File: config.mk
export PLATFORM = sky130hd
export DESIGN_NAME = shannon_name_word_decoder_unit
export DESIGN_NICKNAME = d
export VERILOG_FILES = /design/src/hdl/snwd_pkg.sv /design/src/hdl/snwd_code_step.sv /design/src/hdl/shannon_name_word_decoder_unit.sv
export VERILOG_INCLUDE_DIRS = /design/src /design/src/hdl
export SDC_FILE = /design/constraint.sdc
export NUM_CORES = 1
export LEC_CHECK = 0
export BUFFER_PORTS_ARGS = -buffer_cell sky130_fd_sc_hd__buf_2
export CORE_MARGIN = 4
export CORE_UTILIZATION = 30
export CTS_CLUSTER_DIAMETER = 60
export CTS_CLUSTER_SIZE = 25
export DETAILED_ROUTE_END_ITERATION = 10
export GPL_TIMING_DRIVEN = 0
export PLACE_DENSITY = 0.46
export SYNTH_ARGS = -nofsm -noshare
export SYNTH_HDL_FRONTEND = slang
export SYNTH_SLANG_ARGS = --single-unit
File: constraint.sdc
create_clock -name clock -period 3 [get_ports clock]
set_input_delay 0.15 -clock clock [delete_from_list [all_inputs] [get_ports clock]]
set_output_delay 0.15 -clock clock [all_outputs]
set_load 0.01 [all_outputs]
File: src/hdl/shannon_name_word_decoder_unit_macros.svh
// Assertion macros for the name word decoder.
// Included by the top level; no other dependencies.
`ifndef SHANNON_NAME_WORD_DECODER_UNIT_MACROS_SVH
`define SHANNON_NAME_WORD_DECODER_UNIT_MACROS_SVH

`ifndef NO_ASSERTIONS
// same-cycle implication
`define SNWD_ASSERT_NOW(label, clk, rst, ante, cons) \
   label: assert property (@(posedge clk) disable iff (rst) (ante) |-> (cons)) \
      else $error("snwd assertion failed");
// next-cycle implication
`define SNWD_ASSERT_NEXT(label, clk, rst, ante, cons) \
   label: assert property (@(posedge clk) disable iff (rst) (ante) |=> (cons)) \
      else $error("snwd assertion failed");
`else
`define SNWD_ASSERT_NOW(label, clk, rst, ante, cons)
`define SNWD_ASSERT_NEXT(label, clk, rst, ante, cons)
`endif

`endif

File: src/hdl/snwd_pkg.sv
// Shared types, constants and character ROM for the name word decoder.
// No dependencies.
package snwd_pkg;

   localparam int WordWidth = 32;
   localparam int MaskBits  = 3;
   localparam int CodeBits  = WordWidth - MaskBits;  // 29 code bits
   localparam int CharWidth = 7;
   localparam int IndexWidth = 6;                    // 48-entry ROM

   // Code-length selector (top two code bits)
   localparam logic [1:0] SelShort = 2'b10;  // 10 -> 5-bit code
   localparam logic [1:0] SelLong  = 2'b11;  // 11 -> 7-bit code

   typedef logic [CodeBits-1:0]  code_type;
   typedef logic [CharWidth-1:0] char_type;

   // One decoded letter
   typedef struct packed {
      char_type character;
      logic     last_letter;
   } letter_type;

   // Character ROM, ASCII codes
   function automatic char_type char_rom(input logic [IndexWidth-1:0] idx);
      char_type c;
      case (idx)
         6'd0:  c = 7'h20;  6'd1:  c = 7'h72;  6'd2:  c = 7'h74;  6'd3:  c = 7'h6f;
         6'd4:  c = 7'h65;  6'd5:  c = 7'h61;  6'd6:  c = 7'h6e;  6'd7:  c = 7'h69;
         6'd8:  c = 7'h73;  6'd9:  c = 7'h6d;  6'd10: c = 7'h63;  6'd11: c = 7'h79;
         6'd12: c = 7'h6c;  6'd13: c = 7'h67;  6'd14: c = 7'h66;  6'd15: c = 7'h77;
         6'd16: c = 7'h64;  6'd17: c = 7'h76;  6'd18: c = 7'h70;  6'd19: c = 7'h62;
         6'd20: c = 7'h68;  6'd21: c = 7'h78;  6'd22: c = 7'h75;  6'd23: c = 7'h71;
         6'd24: c = 7'h6b;  6'd25: c = 7'h7a;  6'd26: c = 7'h6a;  6'd27: c = 7'h33;
         6'd28: c = 7'h34;  6'd29: c = 7'h35;  6'd30: c = 7'h36;  6'd31: c = 7'h37;
         6'd32: c = 7'h38;  6'd33: c = 7'h39;  6'd34: c = 7'h31;  6'd35: c = 7'h2d;
         6'd36: c = 7'h30;  6'd37: c = 7'h2e;  6'd38: c = 7'h32;  6'd39: c = 7'h2f;
         6'd40: c = 7'h3b;  6'd41: c = 7'h3a;  6'd42: c = 7'h21;  6'd43: c = 7'h2b;
         6'd44: c = 7'h40;  6'd45: c = 7'h2a;  6'd46: c = 7'h2c;  6'd47: c = 7'h3f;
         default: c = 7'h20;
      endcase
      return c;
   endfunction

endpackage

File: src/hdl/snwd_code_step.sv
// Shared code-step unit: peels the leading code off the remaining word,
// looks up its character and returns the shifted word. Uses snwd_pkg.
module snwd_code_step (
   input  snwd_pkg::code_type   word,
   output snwd_pkg::code_type   next_word,
   output snwd_pkg::letter_type letter
);
   import snwd_pkg::*;

   logic [1:0]            sel;
   logic [IndexWidth-1:0] idx;
   code_type              shifted;

   assign sel = word[CodeBits-1 -: 2];

   // Length select, ROM index and shift
   always_comb begin
      case (sel)
         SelShort: begin
            idx     = {3'b001, word[CodeBits-3 -: 3]};
            shifted = word << 5;
         end
         SelLong: begin
            idx     = 6'd16 + {1'b0, word[CodeBits-3 -: 5]};
            shifted = word << 7;
         end
         default: begin
            idx     = {2'b00, word[CodeBits-1 -: 4]};
            shifted = word << 4;
         end
      endcase
   end

   assign next_word          = shifted;
   assign letter.character   = char_rom(idx);
   assign letter.last_letter = (shifted == '0);

endmodule

File: src/hdl/shannon_name_word_decoder_unit.sv
// Top level of the name word decoder: request capture, letter sequencer
// and result register. Uses snwd_pkg, snwd_code_step and the macro header.
//
// A request carries one packed name word; its low three bits are ignored.
// The decoder emits one letter per cycle unless the result side stalls,
// most significant code first, and flags the final one with rsp_last_letter.
// A word of k letters (0 to 8) keeps req_stall high after it is taken
// until its last code is stripped; the pace is set by the single code-step
// unit. An all-zero word produces no results and does not raise req_stall.
// The next request may be taken while the last letter of the previous one
// still waits in the result register.
`include "shannon_name_word_decoder_unit_macros.svh"

module shannon_name_word_decoder_unit (
   input  logic                   clock,
   input  logic                   reset,
   input  logic                   req_valid,
   output logic                   req_stall,
   input  logic [31:0]            req_code_word,
   output logic                   rsp_valid,
   input  logic                   rsp_stall,
   output snwd_pkg::char_type     rsp_character,
   output logic                   rsp_last_letter
);
   import snwd_pkg::*;

   code_type   word_ff, word_in;
   logic       rsp_valid_ff, rsp_valid_in;
   letter_type letter_ff, letter_in;
   code_type   step_word;
   letter_type step_letter;
   logic       req_take;
   logic       advance;
   logic       busy;

   // Shared code-step unit
   snwd_code_step u_step (
      .word      (word_ff),
      .next_word (step_word),
      .letter    (step_letter)
   );

   // Busy while code bits remain in the held word
   assign busy      = (word_ff != '0);
   assign req_stall = busy;
   assign req_take  = req_valid && !busy;
   assign advance   = !rsp_valid_ff || !rsp_stall;

   // Sequencer: load a word, then strip one code per free result slot
   always_comb begin
      word_in      = word_ff;
      rsp_valid_in = rsp_valid_ff;
      letter_in    = letter_ff;
      if (advance) begin
         rsp_valid_in = busy;
         if (busy) begin
            letter_in = step_letter;
            word_in   = step_word;
         end
      end
      if (req_take) begin
         word_in = req_code_word[WordWidth-1:MaskBits];
      end
   end

   always_ff @(posedge clock) begin
      if (reset) begin
         word_ff      <= '0;
         rsp_valid_ff <= 1'b0;
      end else begin
         word_ff      <= word_in;
         rsp_valid_ff <= rsp_valid_in;
      end
      letter_ff <= letter_in;
   end

   assign rsp_valid       = rsp_valid_ff;
   assign rsp_character   = letter_ff.character;
   assign rsp_last_letter = letter_ff.last_letter;

   // Checks
   `SNWD_ASSERT_NEXT(a_load_nonzero, clock, reset, req_take && word_in != '0, busy)
   `SNWD_ASSERT_NEXT(a_last_empties, clock, reset, advance && busy && step_letter.last_letter, !busy)
   `SNWD_ASSERT_NOW(a_more_pending, clock, reset, rsp_valid_ff && !letter_ff.last_letter, busy)

endmodule

== Word-level counts from Yosys, hierarchy flattened ==
Memory sizes are Yosys's and may differ from the RTL's. A register that Yosys moved wholly into a read port is not among the register bits.
Index checks and enable logic that the tools add are counted.

* Memories: 1
* Input port bits: 36
* Output and inout bits: 10
* Word-level logic and storage cells: 23
* ROM bits: 448
* Register bits after elaboration: 31

{| class="wikitable"
|+ Memory list
! memory !! depth !! width !! read ports !! clocked after Yosys merged registers in !! wr ports !! RTL line !! RTL
|-
| (name not given) || 64 || 7 || 1 || 1 || 0 || snwd_pkg.sv:27 || <nowiki>case (idx)</nowiki>
|}

* Equality and inequality tests: 2
* Muxes and demuxes: 5
* Reductions and logical operators: 11
* $add $sub $neg: 1

{| class="wikitable"
|+ Operators by type and width
! operator !! number
|-
| two-way mux 29 bit || 3
|-
| case mux 29 bit (2 select lines) || 1
|-
| zero test 29 bit || 1
|-
| nonzero test 29 bit || 1
|-
| case mux 6 bit (2 select lines) || 1
|-
| adder 5 x 5 -> 6 bit (first input constant) || 1
|-
| == test 2 bit (second input constant) || 2
|-
| AND reduction 2 bit || 2
|-
| nonzero test 2 bit || 2
|-
| zero test 1 bit || 3
|-
| logical AND 1 bit || 1
|-
| logical OR 1 bit || 1
|}

== Logic depth before layout (Yosys ltp) ==
* Depth after elaboration: 5
* Gate-level depth with buffers: 11
* Gate-level depth less buffers: 9

== By module ==
From an unflattened synthesis, not the netlist that was laid out.

* Cell total of the unflattened synthesis: 396
* Area total of the unflattened synthesis: 3503.4 um2

{| class="wikitable"
|+ Modules (own cells, without submodules)
! module !! cells an instance !! area an instance (um2) !! instances !! sequential area each (um2)
|-
| shannon_name_word_decoder_unit || 194 || 2143.3 || 1 || 840.8
|-
| snwd_code_step || 202 || 1360.1 || 1 || 0.0
|}

== Worst setup path before layout ==
No wires, ideal clock.

* Kind: reg2reg
* Start point: reg word_ff[27]
* End point: reg, netlist name rsp_character[4]
* Setup time: 0.254 ns
* Period minus slack after synthesis: 2.300 ns
* Slack: 0.700 ns
* Buffers on the path: 3
* Cell stages (with the launch flop): 12
* Data arrival time: 2.047 ns
* Required time: 2.746 ns
* Cells stage by stage: dfxtp_1 -> buf_6 -> buf_8 -> buf_4 -> nand2_1 -> a31oi_1 -> inv_1 -> ha_1 -> o211ai_1 -> o21ai_0 -> o22ai_1 -> a21o_1

* Cells in the longest elaborated chain, start to end: 2
* Elaborated cells on any way between the ends: 5
* Classes of those cells: eq/ne: 2; mux: 1; reduce/logical: 2

{| class="wikitable"
|+ RTL lines
! what !! RTL line !! RTL
|-
| start: declaration || shannon_name_word_decoder_unit.sv:27 || <nowiki>code_type word_ff, word_in;</nowiki>
|-
| start signal: assignment || shannon_name_word_decoder_unit.sv:71 || <nowiki>word_ff <= word_in;</nowiki>
|-
| nonzero test 29 bit / == test 2 bit (equally long branches) || shannon_name_word_decoder_unit.sv:44, snwd_code_step.sv:18 ||
|-
| AND reduction 2 bit (no source line) / case mux 6 bit (2 select lines) (equally long branches) || - ||
|}

Parallel ways exist; a longest one is shown, timed or not.
A chain may end at the register's enable or synchronous reset.

== Worst setup path after layout ==
* Start point: reg word_ff[27]
* End point: reg, netlist name rsp_character[4]

* Cells in the longest elaborated chain, start to end: 2
* Elaborated cells on any way between the ends: 5
* Classes of those cells: eq/ne: 2; mux: 1; reduce/logical: 2

{| class="wikitable"
|+ RTL lines
! what !! RTL line
|-
| nonzero test 29 bit / == test 2 bit (equally long branches) || shannon_name_word_decoder_unit.sv:44, snwd_code_step.sv:18
|-
| AND reduction 2 bit (no source line) / case mux 6 bit (2 select lines) (equally long branches) || -
|}

Parallel ways exist; a longest one is shown, timed or not.

==> impl_summary.md <==
Power and ir drop
The net switching power is 2.13 mW. For this design the static power due to leakage is 1.26 nW. Per report_power, the clock group accounts for 8.6% of the total.

The cell internal power dissipation is 1.92 mW. The part of the total power dissipated in sequential elements is 24.9%. The proportion of power drawn by combinational gates is 66.5%. After layout, the design draws a total of 4.04 mW.

The switching power as a share of total power is 52.6%. The power density over the cells is 1140 nW/um^2. The maximum VDD drop is 332 uV.

Global routing
The met2 layer usage reported by global route is 28.5%. The global-route usage over all layers is 18.0%. The total overflow left after global routing is 0. The number of global-route vias before repair is 3023. The number of antenna violations at the first check in global routing is 0.

Global routing used 2.88% of the available met3 tracks. The pin count of the biggest net entering global routing is 11. Global routing used 26.1% of the available met1 tracks. The layer with the highest usage is met2. The first-pass GRT wire length is 16900 um.

Logic synthesis
The number of nets handed over by synthesis was 443. The cell area after synthesis is 3100 um^2. The number of synthesis warnings is 0. In this run, synthesis inferred 8 flip-flops with an integrated enable. Sorting the synthesized cells by area gives the leading types as dfxtp_1, mux2i_1, edfxtp_1.

The mean post-synth cell area is 7.74 um^2. The synthesis-stage register bit count is 38. Sequential elements use 27.1% of the synthesized area. The cell count after synthesis is 401. The share of synthesized flip-flops with an asynchronous set or reset is 0%.

Counting instances in the post-synthesis netlist gives the leading cell types as nand2_1, a21oi_1, nor2_1, dfxtp_1, mux2i_1. The share of the synthesized area in the top cell type is 19.3%. The post-synthesis cell type with the largest combined area is dfxtp_1. The dominant register cell in the synthesized netlist is dfxtp_1. The number of unique standard cell types used by synthesis is 52. In the post-synthesis netlist, the cell with the most instances is nand2_1.

Placement
Input and output buffers added on the ports amount to 41. The congestion estimate from routability-driven global placement came to 0.915. The pre-CTS worst setup slack is 0.273 ns. Summed over all nets, the half-perimeter wirelength after detailed placement is 7970 um.

Route
The number of iterations in the first detailed-routing pass is 5. In the routed design, unresolved DRC markers number 0. The detailed-route via count is 3298. Dividing the detail-routed wire length by the instance count gives 18.4 um. The final antenna-violating net count is 0.

The routed wire length is 10700 um. The via count normalized by instance count is 5.67. The violation count after the first detailed-routing iteration is 269.

Job
The tool flagged a number of max-cap violations equal to 0.

Worst setup path
Along the worst path, the maximum fanout reaches 10. The worst setup path is launched from a register. The arrival time at the worst endpoint is 2.79 ns. The internal reg-to-reg setup slack is 0.25 ns. The critical path goes through buf_6 > buf_8 > buf_4 > nand2_1 > a31oi_1 > inv_1 > ha_1 > o211ai_1 > o21ai_0 > o22ai_1 > a21o_1. The startpoint identified for the worst register-to-register timing path is word_ff[27]. The required time of the critical path is 3.04 ns. The endpoint identified for the worst register-to-register timing path is rsp_character[4]. The cell at the slowest stage of the critical path is a31oi_1.

The setup path with the least slack is of type reg2reg. STA classifies the critical path endpoint as a register. The delay of the slowest cell on the worst path is 0.51 ns. The worst register-to-register path has a depth of 11.

STA
The number of hold-slack violations in the final timing report is 0. Derived from the worst setup path, the maximum achievable clock frequency is 363 MHz. Dividing the final minimum period by the clock period gives 91.8%. The minimum clock period after layout is 2.75 ns.

At the pin with the least slew margin, the transition time is 0.647 ns. In the post-route analysis, the smallest setup slack over all paths is 0.246 ns. Across the routed clock network, the largest skew measured is 0.0159 ns.

Setup repair after global routing left no endpoint under its margin. The summed negative setup slack over all endpoints is 0 ns. Setup violations remaining at the end of the flow were counted as 0. The worst pin sits at a relative slew slack of 55.6%. The total count of max-transition violations in the final report is 0.

Worst hold path
The path with the worst hold slack has its endpoint at word_ff[27]. The number of cells on the worst hold path is 4. The startpoint identified for the worst hold timing path is req_code_word[30]. In this run the worst hold path is classified as in2reg.

Clock network
For the worst-skew pair, the clock arrives at the later sink with an insertion delay of 0.29 ns. The clock transition time at the flip-flop clock pins of the worst setup and hold paths is 0.08 ns. The number of buffers added to fix hold violations after cts is 0.

The root buffer cell chosen for the clock tree is clkbuf_8. The TritonCTS clock tree is done. The number of instances resized during post-cts repair is 0. The maximum clock insertion buffer count is 2.

The clock drives 38 sinks. The number of setup buffers added after CTS is 0. The number of buffers added by the clock tree synthesis step is 5. In this run the number of H-tree levels came out at 2.

Floorplan
The initialized floorplan defines 36 standard-cell rows. During I/O placement, the number of pins put on the boundary was 46. The floorplan step set the die width to 110 um.

The vertical extent of the die is 110 um. The die area is 12000 um^2. The initial core utilization is 31.3%. The floorplan step defined a core boundary enclosing 9910 um^2.

Layout
The count of antenna diodes in the layout is 0. Cells fill 35.8% of the core in the end. The post-route netlist has 15.8% of its cells at a drive strength greater than 1.

The filler cells instantiated in the layout total 1067. For this run, the post-layout net count is 491. From synthesis to final layout, the design area changed by 14.4%.

Run status
The flow ran to the end, and the final reports show no timing, DRC or antenna violations.
[placed cells by master, fill, tap and decap left out, drive strengths merged, types with 8 or more instances in the layout]
cell type | netlist | layout
o221ai | 15 | 15
nand2 | 53 | 53
nand2b | 18 | 18
buf | 17 | 58
a21oi | 39 | 39
inv | 9 | 9
nand3b | 9 | 9
edfxtp | 8 | 8
mux2i | 27 | 27
a31oi | 17 | 17
clkbuf | 18 | 25
o21ai | 26 | 26
mux2 | 8 | 8
nor3 | 8 | 8
nor2 | 33 | 33
o211ai | 12 | 12
nor4 | 8 | 8
dfxtp | 30 | 30
[kinds of logic after synthesis]
family | Yosys count | share of synthesized area, %
compound gates | 130 | 26.5
fa+ha+maj | 6 | 2.42
buf+inv | 44 | 7.13
flops | 38 | 27.1
mux | 35 | 11.6
simple gates | 148 | 25.3
[area by class of cell]
| cell class | instances | area (um^2) | area share, % |
|---|---|---|---|
| inverters | 9 | 33.8 | 0.951 |
| repair buffers | 41 | 205 | 5.78 |
| clock buffers | 7 | 76.3 | 2.15 |
| plain buffers | 35 | 188 | 5.28 |
| flip-flops and latches | 38 | 841 | 23.7 |
| multi-input cells | 319 | 2040 | 57.5 |
| well taps | 133 | 166 | 4.68 |
[routing by layer]
| metal | vias to the layer above | part of all wire (%) | wire, um |
|---|---|---|---|
| li1 | 1587 | - | - |
| met3 | 4 | 6.5 | 697 |
| met1 | 1572 | 49 | 5230 |
| met4 | 0 | 0.47 | 50 |
| met5 | - | 0 | 0 |
| met2 | 135 | 44 | 4750 |
[how the worst max path moves through the flow]
| stage | cells past startpoint | slack (ns) | end | start |
|---|---|---|---|---|
| after global routing | 11 | 0.004 | rsp_character[4] | word_ff[27] |
| final | 11 | 0.25 | rsp_character[4] | word_ff[27] |
| after CTS | 11 | 0.24 | rsp_character[4] | word_ff[27] |
| after global placement | 11 | 0.28 | rsp_character[4] | word_ff[27] |
| after detailed placement | 11 | 0.27 | rsp_character[4] | word_ff[27] |
| after floorplan | 11 | 0.70 | rsp_character[4] | word_ff[27] |
[flip-flops by register name, indices dropped and copies added (netlist names)]
signal,count
word_ff,29
rsp_character,7
rsp_last_letter,1
rsp_valid,1
[through the flow]
step	hold slack [ns]	cells	cell area (um^2)
floorplan	0.442	401	3100
global placement	0.538	575	3480
detailed placement	0.543	575	3480
CTS	0.254	582	3550
global route	0.275	582	3550
finish	0.251	582	3550
[worst max-delay path: cells and delay by family, from the launching register on]
kind / cells / cell delay, ns
AO/OA/AOI/OAI: 5 / 1.00
buffers and inverters: 4 / 0.69
AND/OR/NAND/NOR: 1 / 0.09
flip-flops: 1 / 0.33
adder cells (fa/ha/maj): 1 / 0.39
[power groups by stage]
stage / clock, mW / combinational (mW) / sequential [mW]
after global placement: 0 / 2.66 / 1.01
after global routing: 0.380 / 2.95 / 1.03
after floorplan: 0 / 1.97 / 0.954
after CTS: 0.357 / 2.67 / 0.996
final: 0.349 / 2.69 / 1.01
after detailed placement: 0 / 2.65 / 1.01
(Power assumes the default switching activity.)
